===== src/hdl/round_robin_thread_scheduler_core_assert.svh =====
// Assertion macros for the thread scheduler core
`ifndef ROUND_ROBIN_THREAD_SCHEDULER_CORE_ASSERT_SVH
`define ROUND_ROBIN_THREAD_SCHEDULER_CORE_ASSERT_SVH

`ifndef SYNTHESIS

// Same-cycle implication, sampled on clk, quiet during reset
`define RRTS_ASSERT_IMP(lbl, ante, cons, msg) \
	lbl: assert property (@(posedge clk) disable iff (!arst_n) (ante) |-> (cons)) \
		else $error(msg);

// Next-cycle implication, sampled on clk, quiet during reset
`define RRTS_ASSERT_NXT(lbl, ante, cons, msg) \
	lbl: assert property (@(posedge clk) disable iff (!arst_n) (ante) |=> (cons)) \
		else $error(msg);

`else

`define RRTS_ASSERT_IMP(lbl, ante, cons, msg)
`define RRTS_ASSERT_NXT(lbl, ante, cons, msg)

`endif

`endif


===== src/hdl/rrts_pkg.sv =====
`timescale 1ns / 1ps

package rrts_pkg;

	localparam int THREAD_SLOTS = 8;
	localparam int SLOT_W       = $clog2(THREAD_SLOTS);

	typedef logic [SLOT_W-1:0] slot_idx_t;

	typedef enum logic [1:0] {
		SLOT_FINISHED = 2'd0,
		SLOT_READY    = 2'd1,
		SLOT_RUNNING  = 2'd2
	} slot_st_t;

	typedef enum logic [1:0] {
		REQ_TICK   = 2'd0,
		REQ_CREATE = 2'd1,
		REQ_EXIT   = 2'd2,
		REQ_QUERY  = 2'd3
	} req_t;

	typedef enum logic [1:0] {
		STATUS_OK       = 2'd0,
		STATUS_NO_FREE  = 2'd1,
		STATUS_BAD_SLOT = 2'd2,
		STATUS_NO_READY = 2'd3
	} status_t;

	typedef enum logic [2:0] {
		SEQ_IDLE,
		SEQ_DEMOTE,
		SEQ_SCAN,
		SEQ_CREATE,
		SEQ_QUERY
	} seq_t;

	// Write port of the slot table
	typedef struct packed {
		logic      en;
		slot_idx_t addr;
		slot_st_t  data;
	} slot_wr_t;

	// Next slot in round-robin order
	function automatic slot_idx_t slot_next(slot_idx_t s);
		if (s == slot_idx_t'(THREAD_SLOTS - 1)) begin
			return '0;
		end
		return s + slot_idx_t'(1);
	endfunction

	// Low three bits of a slot number for the result fields
	function automatic logic [2:0] slot_out(slot_idx_t s);
		logic [SLOT_W+2:0] w;
		w = {3'b000, s};
		return w[2:0];
	endfunction

endpackage


===== src/hdl/rrts_req_if.sv =====
`timescale 1ns / 1ps

interface rrts_req_if;
	logic       valid;
	logic       ready;
	logic [1:0] req_type;
	logic [3:0] target_thread;

	modport source (output valid, output req_type, output target_thread, input ready);
	modport sink (input valid, input req_type, input target_thread, output ready);
endinterface


===== src/hdl/rrts_rsp_if.sv =====
`timescale 1ns / 1ps

interface rrts_rsp_if;
	logic       valid;
	logic       ready;
	logic [1:0] status;
	logic [2:0] current_thread;
	logic [2:0] previous_thread;
	logic       switched;
	logic [2:0] new_thread;
	logic       target_finished;

	modport source (
		output valid, output status, output current_thread, output previous_thread,
		output switched, output new_thread, output target_finished, input ready
	);
	modport sink (
		input valid, input status, input current_thread, input previous_thread,
		input switched, input new_thread, input target_finished, output ready
	);
endinterface


===== src/hdl/rrts_slot_table.sv =====
`timescale 1ns / 1ps

module rrts_slot_table (
	input  logic              clk,
	input  logic              arst_n,
	input  rrts_pkg::slot_wr_t  wr,
	input  rrts_pkg::slot_idx_t rd_addr,
	output rrts_pkg::slot_st_t  rd_data
);
	import rrts_pkg::*;

	slot_st_t slot_q [THREAD_SLOTS];

	// Reset to slot 0 running, the rest finished; take one write a cycle
	always_ff @(posedge clk or negedge arst_n) begin
		if (!arst_n) begin
			for (int i = 0; i < THREAD_SLOTS; i++) begin
				slot_q[i] <= (i == 0) ? SLOT_RUNNING : SLOT_FINISHED;
			end
		end else if (wr.en) begin
			slot_q[wr.addr] <= wr.data;
		end
	end

	// Single read port
	assign rd_data = slot_q[rd_addr];

endmodule


===== src/hdl/round_robin_thread_scheduler_core.sv =====
`timescale 1ns / 1ps
`include "round_robin_thread_scheduler_core_assert.svh"

// Round-robin thread scheduler. One request item in, one result item out.
// A small sequencer walks the slot table through a single read/write port,
// one slot per cycle. A query reads the target slot; a create examines
// slots from slot 1 upward; a tick or exit first demotes or finishes the
// current slot, then visits slots from the current slot plus one round to
// the current slot itself. One request is in flight at a time: a new
// item is taken once the previous result has been taken or is taken in
// the same cycle.
module round_robin_thread_scheduler_core (
	input  logic clk,
	input  logic arst_n,
	rrts_req_if.sink   req,
	rrts_rsp_if.source rsp
);
	import rrts_pkg::*;

	seq_t      state_q, state_d;
	slot_idx_t running_q;
	slot_idx_t scan_q;
	req_t      req_q;
	logic [3:0] target_q;

	slot_wr_t  tbl_wr;
	slot_idx_t rd_addr;
	slot_st_t  rd_data;

	logic      accept;
	logic      hit;
	logic      scan_last;
	logic      finish;
	logic      tgt_bad;
	logic [SLOT_W+3:0] tgt_ext;
	slot_idx_t tgt_idx;

	status_t    res_status;
	logic [2:0] res_cur;
	logic       res_switched;
	logic [2:0] res_new;
	logic       res_fin;

	logic       out_valid_q;
	status_t    out_status_q;
	logic [2:0] out_cur_q;
	logic [2:0] out_prev_q;
	logic       out_switched_q;
	logic [2:0] out_new_q;
	logic       out_fin_q;

	rrts_slot_table u_table (
		.clk     (clk),
		.arst_n  (arst_n),
		.wr      (tbl_wr),
		.rd_addr (rd_addr),
		.rd_data (rd_data)
	);

	// Accept a request when idle and the result register is free
	assign req.ready = (state_q == SEQ_IDLE) && (!out_valid_q || rsp.ready);
	assign accept    = req.valid && req.ready;

	// Query target range check and table index
	assign tgt_ext = {{SLOT_W{1'b0}}, target_q};
	assign tgt_idx = tgt_ext[SLOT_W-1:0];
	assign tgt_bad = int'(target_q) >= THREAD_SLOTS;

	// Select the table read address
	always_comb begin
		case (state_q)
			SEQ_DEMOTE: rd_addr = running_q;
			SEQ_QUERY:  rd_addr = tgt_idx;
			default:    rd_addr = scan_q;
		endcase
	end

	// Scan compare and end of scan
	always_comb begin
		hit       = 1'b0;
		scan_last = 1'b0;
		case (state_q)
			SEQ_SCAN: begin
				hit       = (rd_data == SLOT_READY);
				scan_last = (scan_q == running_q);
			end
			SEQ_CREATE: begin
				hit       = (rd_data == SLOT_FINISHED);
				scan_last = (scan_q == slot_idx_t'(THREAD_SLOTS - 1));
			end
			default: begin
				hit       = 1'b0;
				scan_last = 1'b0;
			end
		endcase
	end

	// Next state
	always_comb begin
		state_d = state_q;
		case (state_q)
			SEQ_IDLE: begin
				if (accept) begin
					case (req_t'(req.req_type))
						REQ_CREATE: state_d = SEQ_CREATE;
						REQ_QUERY:  state_d = SEQ_QUERY;
						default:    state_d = SEQ_DEMOTE;
					endcase
				end
			end
			SEQ_DEMOTE: state_d = SEQ_SCAN;
			SEQ_SCAN, SEQ_CREATE: begin
				if (hit || scan_last) begin
					state_d = SEQ_IDLE;
				end
			end
			SEQ_QUERY: state_d = SEQ_IDLE;
			default:   state_d = SEQ_IDLE;
		endcase
	end

	assign finish = (state_q != SEQ_IDLE) && (state_d == SEQ_IDLE);

	// Table writes and result fields
	always_comb begin
		tbl_wr       = '{en: 1'b0, addr: running_q, data: SLOT_FINISHED};
		res_status   = STATUS_OK;
		res_cur      = slot_out(running_q);
		res_switched = 1'b0;
		res_new      = 3'b000;
		res_fin      = 1'b0;
		case (state_q)
			SEQ_DEMOTE: begin
				if (req_q == REQ_EXIT) begin
					tbl_wr.en = 1'b1;
				end else if (rd_data == SLOT_RUNNING) begin
					tbl_wr.en   = 1'b1;
					tbl_wr.data = SLOT_READY;
				end
			end
			SEQ_SCAN: begin
				if (hit) begin
					tbl_wr       = '{en: 1'b1, addr: scan_q, data: SLOT_RUNNING};
					res_cur      = slot_out(scan_q);
					res_switched = (scan_q != running_q);
				end else begin
					res_status = STATUS_NO_READY;
				end
			end
			SEQ_CREATE: begin
				if (hit) begin
					tbl_wr  = '{en: 1'b1, addr: scan_q, data: SLOT_READY};
					res_new = slot_out(scan_q);
				end else begin
					res_status = STATUS_NO_FREE;
				end
			end
			SEQ_QUERY: begin
				if (tgt_bad) begin
					res_status = STATUS_BAD_SLOT;
				end else begin
					res_fin = (rd_data == SLOT_FINISHED);
				end
			end
			default: begin
				tbl_wr.en = 1'b0;
			end
		endcase
	end

	// Sequencer, running slot and scan pointer
	always_ff @(posedge clk or negedge arst_n) begin
		if (!arst_n) begin
			state_q   <= SEQ_IDLE;
			running_q <= '0;
			scan_q    <= '0;
		end else begin
			state_q <= state_d;
			if (accept) begin
				if (req_t'(req.req_type) == REQ_CREATE) begin
					scan_q <= slot_idx_t'(1);
				end else begin
					scan_q <= slot_next(running_q);
				end
			end else if (state_q == SEQ_SCAN || state_q == SEQ_CREATE) begin
				scan_q <= slot_next(scan_q);
			end
			if (state_q == SEQ_SCAN && hit) begin
				running_q <= scan_q;
			end
		end
	end

	// Hold the request fields
	always_ff @(posedge clk) begin
		if (accept) begin
			req_q    <= req_t'(req.req_type);
			target_q <= req.target_thread;
		end
	end

	// Result register valid
	always_ff @(posedge clk or negedge arst_n) begin
		if (!arst_n) begin
			out_valid_q <= 1'b0;
		end else if (finish) begin
			out_valid_q <= 1'b1;
		end else if (rsp.ready) begin
			out_valid_q <= 1'b0;
		end
	end

	// Capture the result item
	always_ff @(posedge clk) begin
		if (finish) begin
			out_status_q   <= res_status;
			out_cur_q      <= res_cur;
			out_prev_q     <= slot_out(running_q);
			out_switched_q <= res_switched;
			out_new_q      <= res_new;
			out_fin_q      <= res_fin;
		end
	end

	assign rsp.valid           = out_valid_q;
	assign rsp.status          = out_status_q;
	assign rsp.current_thread  = out_cur_q;
	assign rsp.previous_thread = out_prev_q;
	assign rsp.switched        = out_switched_q;
	assign rsp.new_thread      = out_new_q;
	assign rsp.target_finished = out_fin_q;

	// Checks
	`RRTS_ASSERT_NXT(a_busy_after_accept, accept, (state_q != SEQ_IDLE) && !out_valid_q, "request accepted but sequencer idle or result pending")
	`RRTS_ASSERT_IMP(a_result_from_work, $rose(out_valid_q), $past(state_q) != SEQ_IDLE, "result raised without a request in progress")
	`RRTS_ASSERT_IMP(a_switch_ok, out_valid_q && out_switched_q, (out_status_q == STATUS_OK) && (out_cur_q != out_prev_q), "switch reported with bad status or same slot")

endmodule


===== src/flat_wrapper.sv =====
// flat-port wrapper written by rule: the top's interface ports become plain ports
module round_robin_thread_scheduler_core_flat import rrts_pkg::*;
  (clk, arst_n, req_valid, req_req_type, req_target_thread, req_ready, rsp_valid, rsp_status, rsp_current_thread, rsp_previous_thread, rsp_switched, rsp_new_thread, rsp_target_finished, rsp_ready);
  rrts_req_if req_i ();
  rrts_rsp_if rsp_i ();
  input  logic clk;
  input  logic arst_n;
  input wire logic [$bits(req_i.valid)-1:0] req_valid;
  input wire logic [$bits(req_i.req_type)-1:0] req_req_type;
  input wire logic [$bits(req_i.target_thread)-1:0] req_target_thread;
  output wire logic [$bits(req_i.ready)-1:0] req_ready;
  output wire logic [$bits(rsp_i.valid)-1:0] rsp_valid;
  output wire logic [$bits(rsp_i.status)-1:0] rsp_status;
  output wire logic [$bits(rsp_i.current_thread)-1:0] rsp_current_thread;
  output wire logic [$bits(rsp_i.previous_thread)-1:0] rsp_previous_thread;
  output wire logic [$bits(rsp_i.switched)-1:0] rsp_switched;
  output wire logic [$bits(rsp_i.new_thread)-1:0] rsp_new_thread;
  output wire logic [$bits(rsp_i.target_finished)-1:0] rsp_target_finished;
  input wire logic [$bits(rsp_i.ready)-1:0] rsp_ready;
  assign req_i.valid = req_valid;
  assign req_i.req_type = req_req_type;
  assign req_i.target_thread = req_target_thread;
  assign req_ready = req_i.ready;
  assign rsp_valid = rsp_i.valid;
  assign rsp_status = rsp_i.status;
  assign rsp_current_thread = rsp_i.current_thread;
  assign rsp_previous_thread = rsp_i.previous_thread;
  assign rsp_switched = rsp_i.switched;
  assign rsp_new_thread = rsp_i.new_thread;
  assign rsp_target_finished = rsp_i.target_finished;
  assign rsp_i.ready = rsp_ready;
  round_robin_thread_scheduler_core u_core (.clk(clk), .arst_n(arst_n), .req(req_i), .rsp(rsp_i));
endmodule

===== config.mk =====
export PLATFORM = sky130hd
export DESIGN_NAME = round_robin_thread_scheduler_core_flat
export DESIGN_NICKNAME = d
export VERILOG_FILES = /design/src/hdl/rrts_pkg.sv /design/src/hdl/rrts_req_if.sv /design/src/hdl/rrts_rsp_if.sv /design/src/hdl/rrts_slot_table.sv /design/src/hdl/round_robin_thread_scheduler_core.sv /design/src/flat_wrapper.sv
export VERILOG_INCLUDE_DIRS = /design/src /design/src/hdl
export SDC_FILE = /design/constraint.sdc
export NUM_CORES = 1
export LEC_CHECK = 0
export ABC_AREA = 0
export BUFFER_PORTS_ARGS = -buffer_cell sky130_fd_sc_hd__buf_2
export CAP_MARGIN = 10
export CORE_AREA = 10 10 79 81
export DETAILED_ROUTE_END_ITERATION = 7
export DIE_AREA = 0 0 89 91
export HOLD_SLACK_MARGIN = 0.05
export PLACE_DENSITY = 0.84
export SETUP_SLACK_MARGIN = 0.15
export SYNTH_ARGS = -nofsm -noshare
export SYNTH_HDL_FRONTEND = slang
export SYNTH_SLANG_ARGS = --single-unit

===== constraint.sdc =====
create_clock -name clk -period 4.3 [get_ports clk]
set_clock_uncertainty 0.2 [all_clocks]
set_input_delay 0.215 -clock clk [delete_from_list [all_inputs] [get_ports clk]]
set_output_delay 0.215 -clock clk [all_outputs]
set_load 0.02 [all_outputs]

## Word level (Yosys, flattened, before mapping)

Cells that the tools add are included.

| cells by class | value |
|---|---|
| $lt $le $gt $ge | 4 |
| reduce and logical (&&, ||, !) cells | 19 |
| equal/unequal tests | 13 |
| bitwise gates (word level) | 3 |
| mux-type cells | 43 |
| add/sub/neg operators | 2 |

Operators by type and width:

| kind | number |
|---|---|
| 3-bit 2-to-1 mux | 11 |
| 3-bit case mux with 2 select lines | 3 |
| 16-bit bitwise mux | 1 |
| 4-bit greater-or-equal comparator (second input constant) | 3 |
| 1-bit 2-to-1 mux | 12 |
| 2-bit 2-to-1 mux | 6 |
| 6-bit 2-to-1 mux | 2 |
| 2-bit case mux with 3 select lines | 2 |
| 3-bit == test (second input constant) | 3 |
| 3-bit case mux with 3 select lines | 1 |
| 3-bit inverter with 4-bit output | 2 |
| 3-bit by 1-bit adder with 3-bit output (second input constant) | 2 |
| 2-bit binary-select mux with 3-bit select | 1 |
| 2-bit demux with 3-bit select | 1 |
| 2-bit == test (second input constant) | 3 |
| 3-bit by 2-bit == test with 1-bit output (second input constant) | 2 |
| 3-bit zero test | 2 |
| 1-bit logical AND | 5 |
| 2-bit by 1-bit == test with 1-bit output (second input constant) | 2 |
| 4-bit by 1-bit < comparator with 1-bit output (second input constant) | 1 |
| 1-bit case mux with 2 select lines | 2 |
| 2-bit AND reduction | 2 |
| 2-bit nonzero test | 2 |
| 2-bit OR reduction | 2 |
| 9 further kinds | 11 |

| word-level totals | value |
|---|---|
| input bits | 10 |
| logic and storage cells | 104 |
| bits in registers | 45 |
| output and inout port bits | 15 |

## Depth between registers and ports, before layout

| depth | value |
|---|---|
| depth after elaboration | 16 |
| gate-level depth with buffers | 12 |
| gate-level depth less buffers | 10 |

## Cells and area by module

Synthesis repeated with hierarchy kept, for this count alone.

| unflattened totals | value |
|---|---|
| cell total of the unflattened synthesis | 172 |
| area total of the unflattened synthesis | 2,348.5 sq um |

Modules (own cells, without submodules):

| module | cells each | times used | area an instance (sq um) | sequential area each (sq um) |
|---|---|---|---|---|
| round_robin_thread_scheduler_core | 126 | 1 | 1,560.2 | 820.8 |
| rrts_slot_table | 46 | 1 | 788.3 | 401.6 |

## Worst setup path before layout

No wires, ideal clock.

| timing path | value |
|---|---|
| path type | register to register |
| from | register u_core.state_q[1] |
| to | register u_core.out_cur_q[0], in the netlist u_core.rsp.current_thread[0], enable pin |
| slack | 1.085 ns |
| path buffers | 1 |
| library setup time | 0.341 ns |
| arrival | 2.674 ns |
| required time | 3.759 ns |
| period minus slack after synthesis | 3.215 ns |
| cell stages (with the launch flop) | 11 |
| path through | dfrtp_1 > buf_6 > or3b_4 > o221ai_2 > nand3_1 > a41o_2 > and4_4 > or2_2 > a221oi_1 > nand2b_1 > nand2b_1 |

| on the way | value |
|---|---|
| cells in the longest elaborated chain, start to end | 13 |
| elaborated cells on any way between the ends | 24 |
| classes of those cells | eq/ne: 5; mux: 9; bitwise: 1; reduce/logical: 9 |

RTL lines:

| what | line | RTL |
|---|---|---|
| from (decl) | round_robin_thread_scheduler_core.sv:20 | `seq_t state_q, state_d;` |
| from (signal assigned) | round_robin_thread_scheduler_core.sv:178 | `state_q <= state_d;` |
| 3-bit == test or 3-bit by 1-bit == test with 1-bit output (tied branches) | round_robin_thread_scheduler_core.sv:71, round_robin_thread_scheduler_core.sv:101 |  |
| 3-bit case mux with 2 select lines | round_robin_thread_scheduler_core.sv:71 | `case (state_q)` |
| 3-bit inverter with 4-bit output (not written as such) | rrts_slot_table.sv:26 | `assign rd_data = slot_q[rd_addr];` |
| 2-bit binary-select mux with 3-bit select | rrts_slot_table.sv:26 |  |
| 2-bit 2-to-1 mux (not written as such) (2 in a row) | rrts_slot_table.sv:26 |  |
| 2-bit by 1-bit == test with 1-bit output or 2-bit zero test (tied branches) | round_robin_thread_scheduler_core.sv:84, round_robin_thread_scheduler_core.sv:88 |  |
| 1-bit case mux with 2 select lines | round_robin_thread_scheduler_core.sv:82 | `case (state_q)` |
| 1-bit logical OR | round_robin_thread_scheduler_core.sv:113 | `if (hit \|\| scan_last) begin` |
| 3-bit 2-to-1 mux | round_robin_thread_scheduler_core.sv:113 |  |
| 3-bit case mux with 3 select lines | round_robin_thread_scheduler_core.sv:101 | `case (state_q)` |
| 3-bit zero test | round_robin_thread_scheduler_core.sv:122 | `assign finish = (state_q != SEQ_IDLE) && (state_d == SEQ_IDLE);` |
| 1-bit logical AND * | round_robin_thread_scheduler_core.sv:122 |  |
| named net u_core.finish | round_robin_thread_scheduler_core.sv:33 | `logic finish;` |
| to (signal assigned) | round_robin_thread_scheduler_core.sv:217 | `out_cur_q <= res_cur;` |
| to (decl) | round_robin_thread_scheduler_core.sv:46 | `logic [2:0] out_cur_q;` |

Mark *: on every way through the listed nets, which the timed path passes. The rest lies on a longest branch. The select of a mux whose other input is x is not followed.
A chain may end at the register's enable or synchronous reset.

## Worst setup path in the final report

Ends and elaborated chain as after synthesis.

==> run_results.csv <==
group,metric,value,unit
cts,clk_pin_slew,80,ps
finish,final_util,61.2,%
synth,synth_compound_area_share,14.5,%
critical_path,path_class,"reg2reg",
floorplan,start_util,54.5,%
pwr,leakage,1.22,nW
cts,cts_tree,"done",
synth,synth-simple-area-share,17.9,%
synth,synth_area,2540,µm²
finish,antenna_cells,0,
critical_path,cp-end-kind,"flop",
critical_path,worstPathMaxFanout,18,
place,dpl-instance-area,2690,µm²
routing,vias,1787,
pwr,peakVddDrop,0.000372,V
synth,yosysWarnings,0,
finish,register_area,1220,µm²
synth,ys_types,54,
floorplan,num_rows,25,
critical_path,arrival,3520,ps
floorplan,ios,25,
synth,avgSynthCellArea,11.7,µm²
finish,fillers,364,
synth,synth_cells,217,
floorplan,die_h,91,µm
timing,worst_slew_pin_slew,623,ps
timing,fin_crit,3760,ps
global_route,gr-total-overflow,0,
timing,tns,0,ps
floorplan,core_area,4660,µm²
routing,drc_errors,0,
outcome,outcome,"complete, no violations",
routing,firstDrtPassIters,4,
hold_path,hp-class,"in2reg",
finish,final_nets,261,
synth,ys_seq_elements,45,
global_route,antenna_found_initial,0,
synth,synthMuxAreaShare,12.7,%
global_route,grt_use_total,13.7,%
place,dpl.hpwl,3780,µm
timing,rsz0062_at_grt,"false",
cts,clk_latency,300,ps
routing,first_iter_violations,114,
timing,hold-worst-slack,177,ps
cts,htreeDepth,2,
cts,cts_sinks,45,
synth,synth_seq_area_share,48.2,%
finish,drive_gt1_share,29.4,%
flow_run,drv_cap,0,
critical_path,crit_path_start_kind,"flop",
global_route,grt_pass1_vias,1778,
routing,wl_per_cell,17.4,µm
synth,synth_ff_type,"dfrtp_1",
place,place_congestion,0.827,
global_route,grt_max_degree,27,
floorplan,die_w,89,µm
synth,async_flop_share,57.8,%
routing,totalWireLength,5250,µm
timing,setup-violations-final,0,
finish,multiInputGateArea,1220,µm²
timing,slew_viol_final,0,
pwr,p_per_area,844,nW/µm²
timing,fmax,266,MHz
timing,final-hold-violation-count,0,
finish,fin_area,2850,µm²
global_route,grt_pass1_wl,8800,µm
cts,cts_root_buffer,"clkbuf_8",
synth,synth_edf_count,19,
cts,postCtsResizedCells,0,
synth,synth_fa_ha_area_share,1.97,%
cts,cts_made_buffers,5,
cts,clock_path_buffers,2,
synth,synth_xor_area_share,1.03,%
routing,ant_nets,0,
floorplan,fp.dieArea,8100,µm²
place,port_buffers,24,
cts,post_cts_buffers,0,
timing,post-route-period-util,87.5,%
finish,syn2layout_area_growth,12.4,%
synth,syn_nets,231,
synth,synth_top_family_by_area,"simple AND/OR/NAND/NOR gates",
critical_path,worstPathRequired,4050,ps
routing,viasPerCell,5.92,
timing,relSlewSlack,58.5,%
-- worst max-delay path: stages, from the launching register on --
cell,delay [ps]
dfrtp_1,580
or3b_4,510
o22ai_4,300
o21ai_0,130
nand3_1,120
a41o_2,240
a31oi_2,170
or2_2,380
a221oi_1,290
nand2b_1,170
nand2b_1,320
-- per-layer routing --
layer	track usage, %	routed length (µm)	vias up
met3	3.66	364	9
met1	17.2	2280	862
li1	-	-	864
met2	22.0	2520	52
met4	4.77	85	0
met5	0	0	-
-- layout make-up --
class	count	share of cell area (%)
inverter	5	0.658
sequential	45	42.8
timing repair buffer	37	8.33
clock buffer	5	2.41
clock inverter	3	0.614
multi-input combinational	153	42.8
tap	54	2.37
-- worst paths after layout --
kind,start,endpoint,slack (ps),depth (start not counted)
worst max-delay path,u_core.state_q[1],u_core.rsp.current_thread[0],540,10
worst min-delay path,req_valid,u_core.scan_q[0],180,3
worst max register to register,u_core.state_q[1],u_core.rsp.current_thread[0],540,10
worst min register to register,u_core.u_table.slot_q[13],u_core.u_table.slot_q[13],280,1
max in group asynchronous,arst_n,u_core.u_table.slot_q[12],3230,2
min in group asynchronous,arst_n,u_core.running_q[1],260,2
-- sequential cells by signal, summed over array words and instances, names as in the netlist --
| register | cells |
|---|---|
| u_core.rsp.current_thread | 3 |
| u_core.rsp.valid | 1 |
| u_core.rsp.previous_thread | 3 |
| u_core.running_q | 3 |
| u_core.u_table.slot_q | 16 |
| u_core.state_q | 3 |
| u_core.req_q | 2 |
| u_core.rsp.status | 2 |
| u_core.rsp.target_finished | 1 |
| u_core.rsp.new_thread | 3 |
| u_core.scan_q | 3 |
| u_core.target_q | 4 |
| u_core.rsp.switched | 1 |
-- layout by cell type (no fill, tap or decap), drive strengths merged, types with 4 or more instances in the layout --
master	count
o21ai	14
nor3b	7
inv	5
nand2b	8
clkbuf	5
buf	29
mux2	23
nor3	5
nand2	13
dlygate4sd3	8
dfrtp	25
nor2	12
edfxtp	19
ha	4
nand3	10
a21oi	9
and3	5
mux2i	5
-- through the flow --
step                setup WS [ps]  total power, mW  instances
floorplan                    1080             1.87        217
global placement              724             2.12        286
detailed placement            559             2.15        286
CTS                           543             2.41        302
global route                  310             2.59        302
finish                        539             2.41        302
-- cell families after synthesis --
kind of cell | after synthesis
XOR/XNOR | 3
adder cells (fa/ha/maj) | 4
buffers and inverters | 19
flip-flops | 45
multiplexers | 28
AO/OA/AOI/OAI | 44
AND/OR/NAND/NOR | 74
-- Yosys cell counts (2+ instances only) --
cell type  number  area (µm²)
dfrtp_1        25         626
edfxtp_1       19         571
mux2_1         16         180
nand2_1        13        48.8
nor2_1         12        45.0
o21ai_0        11        55.1
a21oi_1         8        40.0
nand2b_1        8        50.1
clkbuf_1        7        26.3
mux2_2          7        78.8
and3_1          5        31.3
inv_1           5        18.8
nand3_1         5        25.0
nand3_2         5        50.1
nor3_1          5        25.0
buf_2           4        20.0
ha_1            4        50.1
mux2i_1         4        40.0
nor3b_2         4        50.1
nand3b_1        3        22.5
nor2b_1         3        18.8
nor3b_1         3        22.5
xnor2_1         3        26.3
a31oi_1         2        12.5
a32o_1          2        20.0
buf_6           2        22.5
nand4_1         2        12.5
o22a_1          2        17.5
o31a_1          2        17.5
or3b_2          2        17.5
-- what timing repair did --
action	4_1_cts	5_1_grt
endpoints found under the setup margin	0	0
hold buffers	8	0
endpoints found under the hold margin	33	0
-- report_power, final --
part | switching, mW | total, mW | internal [mW]
logic | 0.797 | 1.35 | 0.555
clock network | 0.143 | 0.255 | 0.112
registers | 0.158 | 0.802 | 0.645
total | 1.10 | 2.41 | 1.31
(Power assumes the default switching activity.)
